`src/rtl/bblru_pkg.sv`:
```
`default_nettype none
package bblru_pkg;

    localparam int KEY_W    = 64;
    localparam int HEIGHT_W = 12;
    localparam int SIZE_W   = 32;
    localparam int STAMP_W  = 48;
    localparam int STATUS_W = 3;
    localparam int SLOT_W   = 4;
    localparam int CMD_W    = 2;

    localparam logic [SIZE_W-1:0] BUDGET_RESET = 32'd67108864;

    localparam logic [CMD_W-1:0] CMD_LOOKUP  = 2'd0;
    localparam logic [CMD_W-1:0] CMD_FINISH  = 2'd1;
    localparam logic [CMD_W-1:0] CMD_ABANDON = 2'd2;
    localparam logic [CMD_W-1:0] CMD_UNUSED  = 2'd3;

    localparam logic [STATUS_W-1:0] ST_HIT         = 3'd0;
    localparam logic [STATUS_W-1:0] ST_MISS        = 3'd1;
    localparam logic [STATUS_W-1:0] ST_BUSY        = 3'd2;
    localparam logic [STATUS_W-1:0] ST_FULL        = 3'd3;
    localparam logic [STATUS_W-1:0] ST_STORED      = 3'd4;
    localparam logic [STATUS_W-1:0] ST_DROPPED     = 3'd5;
    localparam logic [STATUS_W-1:0] ST_NOT_PENDING = 3'd6;
    localparam logic [STATUS_W-1:0] ST_EVICTED     = 3'd7;

    typedef enum logic [2:0] {
        S_IDLE,
        S_LOOKUP,
        S_REBUILD,
        S_SCAN,
        S_EVICT
    } state_t;

    typedef enum logic [2:0] {
        OP_NOP,
        OP_ALLOC,
        OP_FINISH,
        OP_TOUCH,
        OP_FREE
    } cell_op_t;

    typedef struct packed {
        cell_op_t              op;
        logic [KEY_W-1:0]      key;
        logic [HEIGHT_W-1:0]   height;
        logic [SIZE_W-1:0]     size;
        logic [STAMP_W-1:0]    stamp;
    } cell_wr_t;

    typedef struct packed {
        logic valid;
        logic pending;
        logic match;
    } cell_stat_t;

endpackage
`default_nettype wire

```
`src/rtl/bblru_cell.sv`:
```
`default_nettype none
module bblru_cell (
    input  wire logic                          aclk,
    input  wire logic                          aresetn,
    input  wire bblru_pkg::cell_wr_t           wr,
    input  wire logic [bblru_pkg::KEY_W-1:0]    lookup_key,
    input  wire logic [bblru_pkg::HEIGHT_W-1:0] lookup_height,
    output bblru_pkg::cell_stat_t              stat,
    output logic [bblru_pkg::KEY_W-1:0]         key,
    output logic [bblru_pkg::HEIGHT_W-1:0]      height,
    output logic [bblru_pkg::SIZE_W-1:0]        size,
    output logic [bblru_pkg::STAMP_W-1:0]       stamp
);

    logic                           valid_reg;
    logic                           pending_reg;
    logic [bblru_pkg::KEY_W-1:0]    key_reg;
    logic [bblru_pkg::HEIGHT_W-1:0] height_reg;
    logic [bblru_pkg::SIZE_W-1:0]   size_reg;
    logic [bblru_pkg::STAMP_W-1:0]  stamp_reg;

    always_ff @(posedge aclk) begin
        if (!aresetn) begin
            valid_reg   <= 1'b0;
            pending_reg <= 1'b0;
        end else begin
            case (wr.op)
                bblru_pkg::OP_ALLOC: begin
                    valid_reg   <= 1'b1;
                    pending_reg <= 1'b1;
                end
                bblru_pkg::OP_FINISH: pending_reg <= 1'b0;
                bblru_pkg::OP_FREE: begin
                    valid_reg   <= 1'b0;
                    pending_reg <= 1'b0;
                end
                default: ;
            endcase
        end
    end

    always_ff @(posedge aclk) begin
        case (wr.op)
            bblru_pkg::OP_ALLOC: begin
                key_reg    <= wr.key;
                height_reg <= wr.height;
            end
            bblru_pkg::OP_FINISH: begin
                size_reg  <= wr.size;
                stamp_reg <= wr.stamp;
            end
            bblru_pkg::OP_TOUCH: stamp_reg <= wr.stamp;
            default: ;
        endcase
    end

    assign stat.valid   = valid_reg;
    assign stat.pending = pending_reg;
    assign stat.match   = valid_reg && (key_reg == lookup_key) && (height_reg == lookup_height);
    assign key    = key_reg;
    assign height = height_reg;
    assign size   = size_reg;
    assign stamp  = stamp_reg;

endmodule
`default_nettype wire

```
`src/rtl/byte_budget_lru_cache_top.sv`:
```
`default_nettype none
// An input is registered on transfer; its result is registered from the LOOKUP state once
// the output is free, and a forced rebuild registers its second result from the REBUILD
// state once the first is taken. After a finish, each eviction scans every cell for the
// oldest stamp, then frees it. A new input is taken once the last result of the current
// one is registered. Synchronous active-low reset clears all entries, the use counter and
// the retained byte count; budget resets to 64 MiB.
module byte_budget_lru_cache_top #(
    parameter int ENTRIES = 16
) (
    input  wire logic                              aclk,
    input  wire logic                              aresetn,
    input  wire logic                              cfg_valid,
    output logic                                   cfg_ready,
    input  wire logic [bblru_pkg::SIZE_W-1:0]      cfg_byte_budget,
    input  wire logic                              s_valid,
    output logic                                   s_ready,
    input  wire logic [bblru_pkg::CMD_W-1:0]       s_cmd,
    input  wire logic [bblru_pkg::KEY_W-1:0]       s_key_digest,
    input  wire logic [bblru_pkg::HEIGHT_W-1:0]    s_pixel_height,
    input  wire logic                              s_force_rebuild,
    input  wire logic [bblru_pkg::SIZE_W-1:0]      s_item_bytes,
    output logic                                   m_valid,
    input  wire logic                              m_ready,
    output logic [bblru_pkg::STATUS_W-1:0]         m_status,
    output logic [bblru_pkg::SLOT_W-1:0]           m_slot,
    output logic [bblru_pkg::KEY_W-1:0]            m_out_key_digest,
    output logic [bblru_pkg::HEIGHT_W-1:0]         m_out_pixel_height,
    output logic                                   m_last
);

    localparam int IDX_W = $clog2(ENTRIES);
    localparam int RW    = bblru_pkg::SIZE_W + IDX_W + 1;
    localparam logic [IDX_W-1:0] LAST_IDX = IDX_W'(ENTRIES - 1);

    bblru_pkg::state_t state_reg, state_next;

    logic [bblru_pkg::CMD_W-1:0]    cmd_reg;
    logic [bblru_pkg::KEY_W-1:0]    key_reg;
    logic [bblru_pkg::HEIGHT_W-1:0] height_reg;
    logic                           force_reg;
    logic [bblru_pkg::SIZE_W-1:0]   bytes_reg;

    logic [bblru_pkg::SIZE_W-1:0]   budget_reg;
    logic [bblru_pkg::STAMP_W-1:0]  counter_reg, counter_next;
    logic [RW-1:0]                  retained_reg, retained_next;
    logic [IDX_W-1:0]               slot_reg, slot_next;
    logic [IDX_W-1:0]               scan_idx_reg, scan_idx_next;
    logic                           best_found_reg, best_found_next;
    logic [IDX_W-1:0]               best_idx_reg, best_idx_next;
    logic [bblru_pkg::STAMP_W-1:0]  best_stamp_reg, best_stamp_next;

    logic                           m_valid_reg, m_valid_next;
    logic [bblru_pkg::STATUS_W-1:0] m_status_reg, m_status_next;
    logic [bblru_pkg::SLOT_W-1:0]   m_slot_reg, m_slot_next;
    logic [bblru_pkg::KEY_W-1:0]    m_key_reg, m_key_next;
    logic [bblru_pkg::HEIGHT_W-1:0] m_height_reg, m_height_next;
    logic                           m_last_reg, m_last_next;

    bblru_pkg::cell_stat_t          cell_stat   [ENTRIES];
    logic [bblru_pkg::KEY_W-1:0]    cell_key    [ENTRIES];
    logic [bblru_pkg::HEIGHT_W-1:0] cell_height [ENTRIES];
    logic [bblru_pkg::SIZE_W-1:0]   cell_size   [ENTRIES];
    logic [bblru_pkg::STAMP_W-1:0]  cell_stamp  [ENTRIES];
    bblru_pkg::cell_wr_t            cell_wr     [ENTRIES];

    bblru_pkg::cell_op_t            op;
    logic [IDX_W-1:0]               op_idx;
    logic [bblru_pkg::SIZE_W-1:0]   op_size;

    logic                           hit_found, free_found;
    logic [IDX_W-1:0]               hit_idx, free_idx;
    logic                           hit_pending;
    logic                           out_free;
    logic [bblru_pkg::STAMP_W-1:0]  stamp_inc;
    logic [RW-1:0]                  retained_fin, retained_evict;
    logic                           fin_over, evict_over;
    logic                           scan_take;

    function automatic logic [bblru_pkg::SLOT_W-1:0] SLOT_CAST(input logic [IDX_W-1:0] idx);
        return bblru_pkg::SLOT_W'(idx);
    endfunction

    genvar g;
    generate
        for (g = 0; g < ENTRIES; g++) begin : g_cell
            bblru_cell u_cell (
                .aclk          (aclk),
                .aresetn       (aresetn),
                .wr            (cell_wr[g]),
                .lookup_key    (key_reg),
                .lookup_height (height_reg),
                .stat          (cell_stat[g]),
                .key           (cell_key[g]),
                .height        (cell_height[g]),
                .size          (cell_size[g]),
                .stamp         (cell_stamp[g])
            );
        end
    endgenerate

    // Lowest matching and lowest free slot.
    always_comb begin
        hit_found  = 1'b0;
        hit_idx    = '0;
        free_found = 1'b0;
        free_idx   = '0;
        for (int i = ENTRIES - 1; i >= 0; i--) begin
            if (cell_stat[i].match) begin
                hit_found = 1'b1;
                hit_idx   = IDX_W'(i);
            end
            if (!cell_stat[i].valid) begin
                free_found = 1'b1;
                free_idx   = IDX_W'(i);
            end
        end
    end

    assign hit_pending    = cell_stat[hit_idx].pending;
    assign out_free       = !m_valid_reg || m_ready;
    assign stamp_inc      = counter_reg + 1'b1;
    assign retained_fin   = retained_reg + RW'(bytes_reg);
    assign retained_evict = retained_reg - RW'(cell_size[best_idx_reg]);
    assign fin_over       = retained_fin > RW'(budget_reg);
    assign evict_over     = retained_evict > RW'(budget_reg);
    assign scan_take      = cell_stat[scan_idx_reg].valid && !cell_stat[scan_idx_reg].pending
                            && (!best_found_reg || cell_stamp[scan_idx_reg] < best_stamp_reg);

    always_comb begin
        for (int i = 0; i < ENTRIES; i++) begin
            cell_wr[i].op     = (op_idx == IDX_W'(i)) ? op : bblru_pkg::OP_NOP;
            cell_wr[i].key    = key_reg;
            cell_wr[i].height = height_reg;
            cell_wr[i].size   = op_size;
            cell_wr[i].stamp  = stamp_inc;
        end
    end

    // Next state.
    always_comb begin
        state_next = state_reg;
        case (state_reg)
            bblru_pkg::S_IDLE: begin
                if (s_valid) state_next = bblru_pkg::S_LOOKUP;
            end
            bblru_pkg::S_LOOKUP: begin
                if (out_free) begin
                    state_next = bblru_pkg::S_IDLE;
                    if (cmd_reg == bblru_pkg::CMD_LOOKUP && hit_found && !hit_pending
                        && force_reg)
                        state_next = bblru_pkg::S_REBUILD;
                    if (cmd_reg == bblru_pkg::CMD_FINISH && hit_found && hit_pending
                        && fin_over)
                        state_next = bblru_pkg::S_SCAN;
                end
            end
            bblru_pkg::S_REBUILD: begin
                if (out_free) state_next = bblru_pkg::S_IDLE;
            end
            bblru_pkg::S_SCAN: begin
                if (scan_idx_reg == LAST_IDX) state_next = bblru_pkg::S_EVICT;
            end
            bblru_pkg::S_EVICT: begin
                if (out_free) state_next = evict_over ? bblru_pkg::S_SCAN : bblru_pkg::S_IDLE;
            end
            default: state_next = bblru_pkg::S_IDLE;
        endcase
    end

    // Datapath and outputs.
    always_comb begin
        op              = bblru_pkg::OP_NOP;
        op_idx          = hit_idx;
        op_size         = bytes_reg;
        counter_next    = counter_reg;
        retained_next   = retained_reg;
        slot_next       = slot_reg;
        scan_idx_next   = scan_idx_reg;
        best_found_next = best_found_reg;
        best_idx_next   = best_idx_reg;
        best_stamp_next = best_stamp_reg;
        m_valid_next    = m_valid_reg && !m_ready;
        m_status_next   = m_status_reg;
        m_slot_next     = m_slot_reg;
        m_key_next      = m_key_reg;
        m_height_next   = m_height_reg;
        m_last_next     = m_last_reg;
        case (state_reg)
            bblru_pkg::S_LOOKUP: begin
                if (out_free && cmd_reg != bblru_pkg::CMD_UNUSED) begin
                    m_valid_next  = 1'b1;
                    m_key_next    = key_reg;
                    m_height_next = height_reg;
                    m_last_next   = 1'b1;
                    m_slot_next   = SLOT_CAST(hit_idx);
                    if (cmd_reg == bblru_pkg::CMD_LOOKUP) begin
                        if (hit_found && hit_pending) begin
                            m_status_next = bblru_pkg::ST_BUSY;
                        end else if (hit_found && !force_reg) begin
                            op            = bblru_pkg::OP_TOUCH;
                            counter_next  = stamp_inc;
                            m_status_next = bblru_pkg::ST_HIT;
                        end else if (hit_found) begin
                            // drop now, reserve the same slot in the REBUILD state
                            retained_next = retained_reg - RW'(cell_size[hit_idx]);
                            slot_next     = hit_idx;
                            m_status_next = bblru_pkg::ST_DROPPED;
                            m_last_next   = 1'b0;
                        end else if (free_found) begin
                            op            = bblru_pkg::OP_ALLOC;
                            op_idx        = free_idx;
                            m_status_next = bblru_pkg::ST_MISS;
                            m_slot_next   = SLOT_CAST(free_idx);
                        end else begin
                            m_status_next = bblru_pkg::ST_FULL;
                            m_slot_next   = '0;
                        end
                    end else if (!hit_found || !hit_pending) begin
                        m_status_next = bblru_pkg::ST_NOT_PENDING;
                        if (!hit_found) m_slot_next = '0;
                    end else if (cmd_reg == bblru_pkg::CMD_ABANDON) begin
                        op            = bblru_pkg::OP_FREE;
                        m_status_next = bblru_pkg::ST_DROPPED;
                    end else begin
                        op              = bblru_pkg::OP_FINISH;
                        counter_next    = stamp_inc;
                        retained_next   = retained_fin;
                        m_status_next   = bblru_pkg::ST_STORED;
                        m_last_next     = !fin_over;
                        scan_idx_next   = '0;
                        best_found_next = 1'b0;
                    end
                end
            end
            bblru_pkg::S_REBUILD: begin
                if (out_free) begin
                    op            = bblru_pkg::OP_ALLOC;
                    op_idx        = slot_reg;
                    m_valid_next  = 1'b1;
                    m_status_next = bblru_pkg::ST_MISS;
                    m_slot_next   = SLOT_CAST(slot_reg);
                    m_key_next    = key_reg;
                    m_height_next = height_reg;
                    m_last_next   = 1'b1;
                end
            end
            bblru_pkg::S_SCAN: begin
                scan_idx_next = scan_idx_reg + 1'b1;
                if (scan_take) begin
                    best_found_next = 1'b1;
                    best_idx_next   = scan_idx_reg;
                    best_stamp_next = cell_stamp[scan_idx_reg];
                end
            end
            bblru_pkg::S_EVICT: begin
                if (out_free) begin
                    op              = bblru_pkg::OP_FREE;
                    op_idx          = best_idx_reg;
                    retained_next   = retained_evict;
                    m_valid_next    = 1'b1;
                    m_status_next   = bblru_pkg::ST_EVICTED;
                    m_slot_next     = SLOT_CAST(best_idx_reg);
                    m_key_next      = cell_key[best_idx_reg];
                    m_height_next   = cell_height[best_idx_reg];
                    m_last_next     = !evict_over;
                    scan_idx_next   = '0;
                    best_found_next = 1'b0;
                end
            end
            default: ;
        endcase
    end

    always_ff @(posedge aclk) begin
        if (!aresetn) begin
            state_reg    <= bblru_pkg::S_IDLE;
            budget_reg   <= bblru_pkg::BUDGET_RESET;
            counter_reg  <= '0;
            retained_reg <= '0;
            m_valid_reg  <= 1'b0;
        end else begin
            state_reg    <= state_next;
            counter_reg  <= counter_next;
            retained_reg <= retained_next;
            m_valid_reg  <= m_valid_next;
            if (cfg_valid) budget_reg <= cfg_byte_budget;
        end
    end

    always_ff @(posedge aclk) begin
        if (s_valid && s_ready) begin
            cmd_reg    <= s_cmd;
            key_reg    <= s_key_digest;
            height_reg <= s_pixel_height;
            force_reg  <= s_force_rebuild;
            bytes_reg  <= s_item_bytes;
        end
        slot_reg       <= slot_next;
        scan_idx_reg   <= scan_idx_next;
        best_found_reg <= best_found_next;
        best_idx_reg   <= best_idx_next;
        best_stamp_reg <= best_stamp_next;
        m_status_reg   <= m_status_next;
        m_slot_reg     <= m_slot_next;
        m_key_reg      <= m_key_next;
        m_height_reg   <= m_height_next;
        m_last_reg     <= m_last_next;
    end

    assign cfg_ready          = 1'b1;
    assign s_ready            = (state_reg == bblru_pkg::S_IDLE);
    assign m_valid            = m_valid_reg;
    assign m_status           = m_status_reg;
    assign m_slot             = m_slot_reg;
    assign m_out_key_digest   = m_key_reg;
    assign m_out_pixel_height = m_height_reg;
    assign m_last             = m_last_reg;

endmodule
`default_nettype wire

```
`config.mk`:
```
export PLATFORM = sky130hd
export DESIGN_NAME = byte_budget_lru_cache_top
export DESIGN_NICKNAME = d
export VERILOG_FILES = /design/src/rtl/bblru_pkg.sv /design/src/rtl/bblru_cell.sv /design/src/rtl/byte_budget_lru_cache_top.sv
export SDC_FILE = /design/constraint.sdc
export NUM_CORES = 2
export LEC_CHECK = 0
export BUFFER_PORTS_ARGS = -buffer_cell sky130_fd_sc_hd__clkbuf_2
export CAP_MARGIN = 20
export CORE_AREA = 2 2 627 629
export DETAILED_ROUTE_END_ITERATION = 8
export DIE_AREA = 0 0 629 631
export GPL_TIMING_DRIVEN = 1
export PLACE_DENSITY = 0.53
export SYNTH_ARGS = -nofsm -noshare
export SYNTH_HDL_FRONTEND = slang
export SYNTH_SLANG_ARGS = --single-unit
```
`constraint.sdc`:
```
create_clock -name aclk -period 10.2 [get_ports aclk]
set_input_delay 2.04 -clock aclk [delete_from_list [all_inputs] [get_ports aclk]]
set_output_delay 2.04 -clock aclk [all_outputs]
set_load 0.1 [all_outputs]
```
---- Word level (Yosys, flattened, before mapping) ----
Index checks and enable logic that the tools add are counted.
word-level totals
  bits in registers ....................... 2,905
  bits of input ports ..................... 148
cells by class
  $add $sub $neg .......................... 5
  $lt $le $gt $ge ......................... 6
  equal/unequal tests ..................... 138
  mux-type cells .......................... 232
  bitwise operators ....................... 5
  reduce and logical (&&, ||, !) cells .... 136
operators by type and width
  operator                 number
  $eq A64 B64 Y1           16
  $mux W48                 7
  $mux W64                 5
  $mux W37                 8
  $bmux W32 S4             2
  $bmux W64 S4             1
  $mux W4                  55
  $bmux W48 S4             1
  $eq A12 B12 Y1           16
  $pmux W64 S3             1
  $mux W32                 4
  $mux W3                  36
  $eq A3 B2 Y1 const B     34
  $gt A37 B32 Y1           2
  $pmux W37 S2             1
  $sub A37 B32 Y37         2
  $pmux W1 S2              33
  $reduce_bool A2 Y1       33
  $reduce_or A2 Y1         33
  $mux W12                 5
  $mux W1                  53
  $eq A3 B1 Y1 const B     17
  $eq A3 B3 Y1 const B     17
  $add A48 B1 Y48 const B  1
  36 further kinds         139

---- Depth between registers and ports, before layout ----
  depth in word-level cells ............... 33
  mapped depth ............................ 35
  gate-level depth less buffers ........... 31

---- Modules after synthesis ----
Synthesis repeated with hierarchy kept, for this count alone.
unflattened totals
  cell total of the unflattened synthesis .. 9,678
  area, all modules ....................... 140,537.3 sq um
modules (own cells, without submodules)
  module                     instances  cells each  area an instance (sq um)
  bblru_cell                 16         317         5,833.1
  byte_budget_lru_cache_top  1          4,606       47,207.8

---- Worst setup path before layout ----
Ideal clock, no wire load.
  path type ............................... input-to-reg
  start ................................... input m_ready
  end ..................................... register m_last_reg, in the netlist m_last, enable pin
  setup time .............................. 0.678 ns
  data arrival time ....................... 8.711 ns
  required time ........................... 9.522 ns
  path slack .............................. 0.811 ns
  cell stages on the path ................. 3
  path buffers ............................ 1
  cell sequence ........................... nor2b_1 > clkbuf_1 > a311oi_1
on the way
  longest elaborated chain between the ends .. 4
  elaborated cells on any way between the ends .. 6
  those cells by class .................... eq/ne (3); reduce/logical (3)
RTL lines
  what                             RTL line                          RTL
  start: declaration               byte_budget_lru_cache_top.sv:24   input wire logic m_ready,
  $logic_or A1 B1 Y1 (*)           byte_budget_lru_cache_top.sv:121  assign out_free = !m_valid_reg || m_ready;
  $logic_and A1 B1 Y1              byte_budget_lru_cache_top.sv:191  if (out_free && cmd_reg != bblru_pkg::CMD_UNUSED) begin
  $ne A2 B2 Y1 (no line)           -
  $reduce_and A4 Y1 (no line) (*)  -
  end signal: assignment           byte_budget_lru_cache_top.sv:308  m_last_reg <= m_last_next;
  end: declaration                 byte_budget_lru_cache_top.sv:58   logic m_last_reg, m_last_next;
Mark *: on every way between the ends. The rest lies on a longest branch, timed or not.
A chain may end at the register's enable or synchronous reset.

---- Worst setup path in the final report ----
  start ................................... register height_reg[5] in the netlist's numbering
  end ..................................... register retained_reg[35]
on the way
  longest elaborated chain between the ends .. 29
  elaborated cells on any way between the ends .. 88
  those cells by class .................... add/sub (1); eq/ne (20); mux (44); bitwise (1); reduce/logical (22)
RTL lines
  what                                          RTL line                                                            RTL
  start: declaration                            byte_budget_lru_cache_top.sv:40                                     logic [bblru_pkg::HEIGHT_W-1:0] height_reg;
  start signal: assignment                      byte_budget_lru_cache_top.sv:295                                    height_reg <= s_pixel_height;
  $eq A12 B12 Y1                                bblru_cell.sv:59                                                    assign stat.match = valid_reg && (key_reg == lookup_key) && (height_reg == lookup_height);
  $logic_and A1 B1 Y1                           bblru_cell.sv:59
  $mux W4 (16 in series)                        byte_budget_lru_cache_top.sv:109                                    if (cell_stat[i].match) begin
  $not A4 Y5 (not written as such)              byte_budget_lru_cache_top.sv:120, byte_budget_lru_cache_top.sv:206
  $bmux W32 S4                                  byte_budget_lru_cache_top.sv:206                                    retained_next = retained_reg - RW'(cell_size[hit_idx]);
  $mux W32 (not written as such) (2 in series)  byte_budget_lru_cache_top.sv:206
  $sub A37 B32 Y37                              byte_budget_lru_cache_top.sv:206
  $mux W37                                      byte_budget_lru_cache_top.sv:204                                    end else if (hit_found) begin
  $mux W37                                      byte_budget_lru_cache_top.sv:200                                    end else if (hit_found && !force_reg) begin
  $mux W37                                      byte_budget_lru_cache_top.sv:198                                    if (hit_found && hit_pending) begin
  $mux W37                                      byte_budget_lru_cache_top.sv:197                                    if (cmd_reg == bblru_pkg::CMD_LOOKUP) begin
  $mux W37                                      byte_budget_lru_cache_top.sv:191
  $pmux W37 S2                                  byte_budget_lru_cache_top.sv:189                                    case (state_reg)
  end signal: assignment                        byte_budget_lru_cache_top.sv:285                                    retained_reg <= retained_next;
  end: declaration                              byte_budget_lru_cache_top.sv:46                                     logic [RW-1:0] retained_reg, retained_next;
Several ways; a longest one is shown, not always the timed one. The select of a mux whose other input is x is not followed.

==> impl_metrics.yaml <==
logic_synthesis:
  ys_seq_area_share_pct: 59.5
  mappedNetlistArea_sq_mm: 0.144
  synthArstFlopShare_pct: 0
  synth_edf_count: 2752
  synth_fp_nets: 10333
  synth_ff_type: "edfxtp_1"
  synth.ff_latch_count: 2905
  synth_cell_types: 96
  syn_inst: 9973
  yosys_warnings: 0
  syn_avg_cell_area_sq_um: 14.4
clocking:
  worstSkewPairLatency_ns: 1.00
  ctsHtreeMaxLevel: 5
  post_cts_buffers: 0
  path_clk_slew_ns: 0.06
  numClockSinks: 2905
  cts_hold_buffers: 0
  cts_buffer_depth: 4
  cts_resized: 0
  cts_root_buffer: "clkbuf_16"
  numCtsBuffers: 337
  cts_tree: "done"
worst_setup_path:
  r2r-start: "height_reg[5]$_DFFE_PP_"
  crit_path_start_kind: "flop"
  cp.required_ns: 11.02
  critPathKind: "reg -> reg"
  setup.reg_to_reg.worst_slack_ns: 0.05
  path_max_fanout: 49
  cp_slowest_cell: "edfxtp_1"
  critical_path_arrival_ns: 10.97
  critical_path.max_stage_delay_ns: 0.99
  cp-end-kind: "flop"
  cpMostUsedCell: "buf_4"
  crit_start: "height_reg[5]$_DFFE_PP_"
final_layout:
  layout_commonest_cell: "edfxtp_1"
  final_cell_mix: "edfxtp_1, mux4_2, xnor2_1"
  drive_above_1_share_pct: 21.5
  syn_to_final_growth_pct: 17.0
  final_cells: 16362
  nets: 11100
  post-route-util_pct: 43.1
  largest_reg_flops: 1024
timing:
  max_clock_freq_mhz: 98.6
  hold_violations: 0
  skew_ns: 0.0524
  slew_violations: 0
  rsz0062_at_grt: "no"
  setup_tns_ns: 0
  setup_violations: 0
  fin_crit_sh_pct: 99.5
  relSlewSlack_pct: 9.18
  period_needed_ns: 10.15
  tightest_slew_ns: 1.35
die:
  coreArea_sq_mm: 0.391
  die_h_microns: 631
  row_count: 230
  dieArea_sq_mm: 0.397
  ios: 235
  die_w_microns: 629
  start_util_pct: 36.8
min_path:
  hold_path_class: "reg -> reg"
  min-delay-start: "counter_reg[1]$_SDFFE_PN0P_"
place:
  io_buffers: 233
  dp_cells: 15592
  place_hpwl_microns: 572000
  place_congestion: 1.06
grt:
  gr-usage-met3_pct: 10.9
  overflow: 0
  grt_usage_pct: 37.2
  grt_pass1_vias: 97834
  use_met1_pct: 52.1
  grt.busiest_layer: "met2"
  grt_max_degree: 102
  antenna_found_initial: 179
  use_met2_pct: 52.8
  grt_pass1_wl_microns: 977000
route:
  wl_per_cell_microns: 46.2
  routed_wl_microns: 756000
  routed_via_density: 6.37
  ant_nets: 1
  route.vias.total: 104239
  firstDrtPassIters: 6
  drc: 0
  drtIter0Drc: 17582
power_and_ir_drop:
  p_sw_share_pct: 25.0
  comb_power_share_pct: 6.6
  seq_power_share_pct: 47.7
  p_int_w: 0.0208
  clockPowerShare_pct: 45.7
  switching_power_w: 0.00694
  powerDensity_mw_per_mm2: 164
  cellLeakagePower_nw: 57.8
  ir_drop_v: 0.000135
run:
  drv_cap: 0
status:
  violations: "antenna violations"
  status: "finished with violations"
## metal layers
metal | wire, microns | up-vias | share of wire, %
met4 | 42700 | 80 | 5.7
met5 | 962 | - | 0.13
met2 | 314000 | 7139 | 42
met1 | 312000 | 54904 | 41
li1 | - | 40783 | -
met3 | 86700 | 1333 | 11
## cells by family (layout without fill, tap and decap cells)
logic type	Yosys count	count (layout)	share of synthesized area, %
compound gates	1093	1093	5.04
xor+xnor	996	996	6.06
fa+ha+maj	212	212	1.86
buf+inv	794	1845	2.25
flops	2905	2905	59.5
mux	1050	1050	14.1
other cells	1	119	0.00261
simple gates	2922	2922	11.1
## layout make-up
class / count / area, sq um
Antenna cell: 118 / 295
Clock buffer: 399 / 8810
Clock inverter: 224 / 2440
Fill cell: 35503 / 222000
Inverter: 278 / 1060
Multi-Input combinational cell: 6274 / 55500
Sequential cell: 2905 / 85700
Tap cell: 5220 / 6530
Timing Repair Buffer: 944 / 8090
## power by group through the flow
| stage | sequential (W) | clock [W] | combinational (W) |
|---|---|---|---|
| floorplan | 0.0136 | 0 | 0.000641 |
| global placement | 0.0135 | 0 | 0.00174 |
| detailed placement | 0.0135 | 0 | 0.00173 |
| CTS | 0.0132 | 0.0128 | 0.00174 |
| global route | 0.0132 | 0.0132 | 0.00181 |
| finish | 0.0132 | 0.0127 | 0.00182 |
## worst paths after layout
kind,end,cells past startpoint
worst min register to register,counter_reg[1]$_SDFFE_PN0P_,2
worst max-delay path,retained_reg[35]$_SDFFE_PN0P_,34
worst max register to register,retained_reg[35]$_SDFFE_PN0P_,34
worst min-delay path,counter_reg[1]$_SDFFE_PN0P_,2
## through the flow
step,hold slack (ns),cell area (sq um),power [W],setup WS [ns]
after detailed placement,0.469,157000,0.0152,0.339
after floorplan,0.424,144000,0.0142,0.811
after CTS,0.478,168000,0.0277,0.330
after global placement,0.462,157000,0.0152,0.149
after global routing,0.505,168000,0.0282,0.0333
final,0.477,168000,0.0277,0.0534
## worst max-delay path, delay by kind of cell, from the launching register on
kind            cells  cell delay, ns
compound gates     13            3.00
simple gates       10            2.88
buf+inv             9            2.26
flops               1            0.99
mux                 1            0.37
fa+ha+maj           1            0.28
## Yosys cell counts (23+ instances only)
master	number	area, sq um
or4_1	23	173
nor2b_1	119	744
a31oi_1	27	169
nand4_1	499	3120
buf_2	142	711
buf_1	95	357
o21a_1	55	413
a211oi_1	84	631
nor4_1	252	1580
o211ai_1	49	368
nand2b_1	668	4180
ha_1	209	2620
nor3_1	104	521
a21o_1	56	420
and3_1	25	156
a21oi_1	236	1180
o21ai_0	279	1400
xor2_1	297	2600
edfxtp_1	2752	82600
o2111ai_1	84	736
nand2_1	584	2190
mux4_2	781	17600
xnor2_1	699	6120
mux2i_1	237	2370
o22ai_1	26	163
or3_1	40	250
clkbuf_1	261	980
inv_1	272	1020
nor2_1	293	1100
dfxtp_1	153	3060
a311o_1	30	300
mux2_2	31	349
nand3_1	177	886
Power figures use the tool's default switching activity.
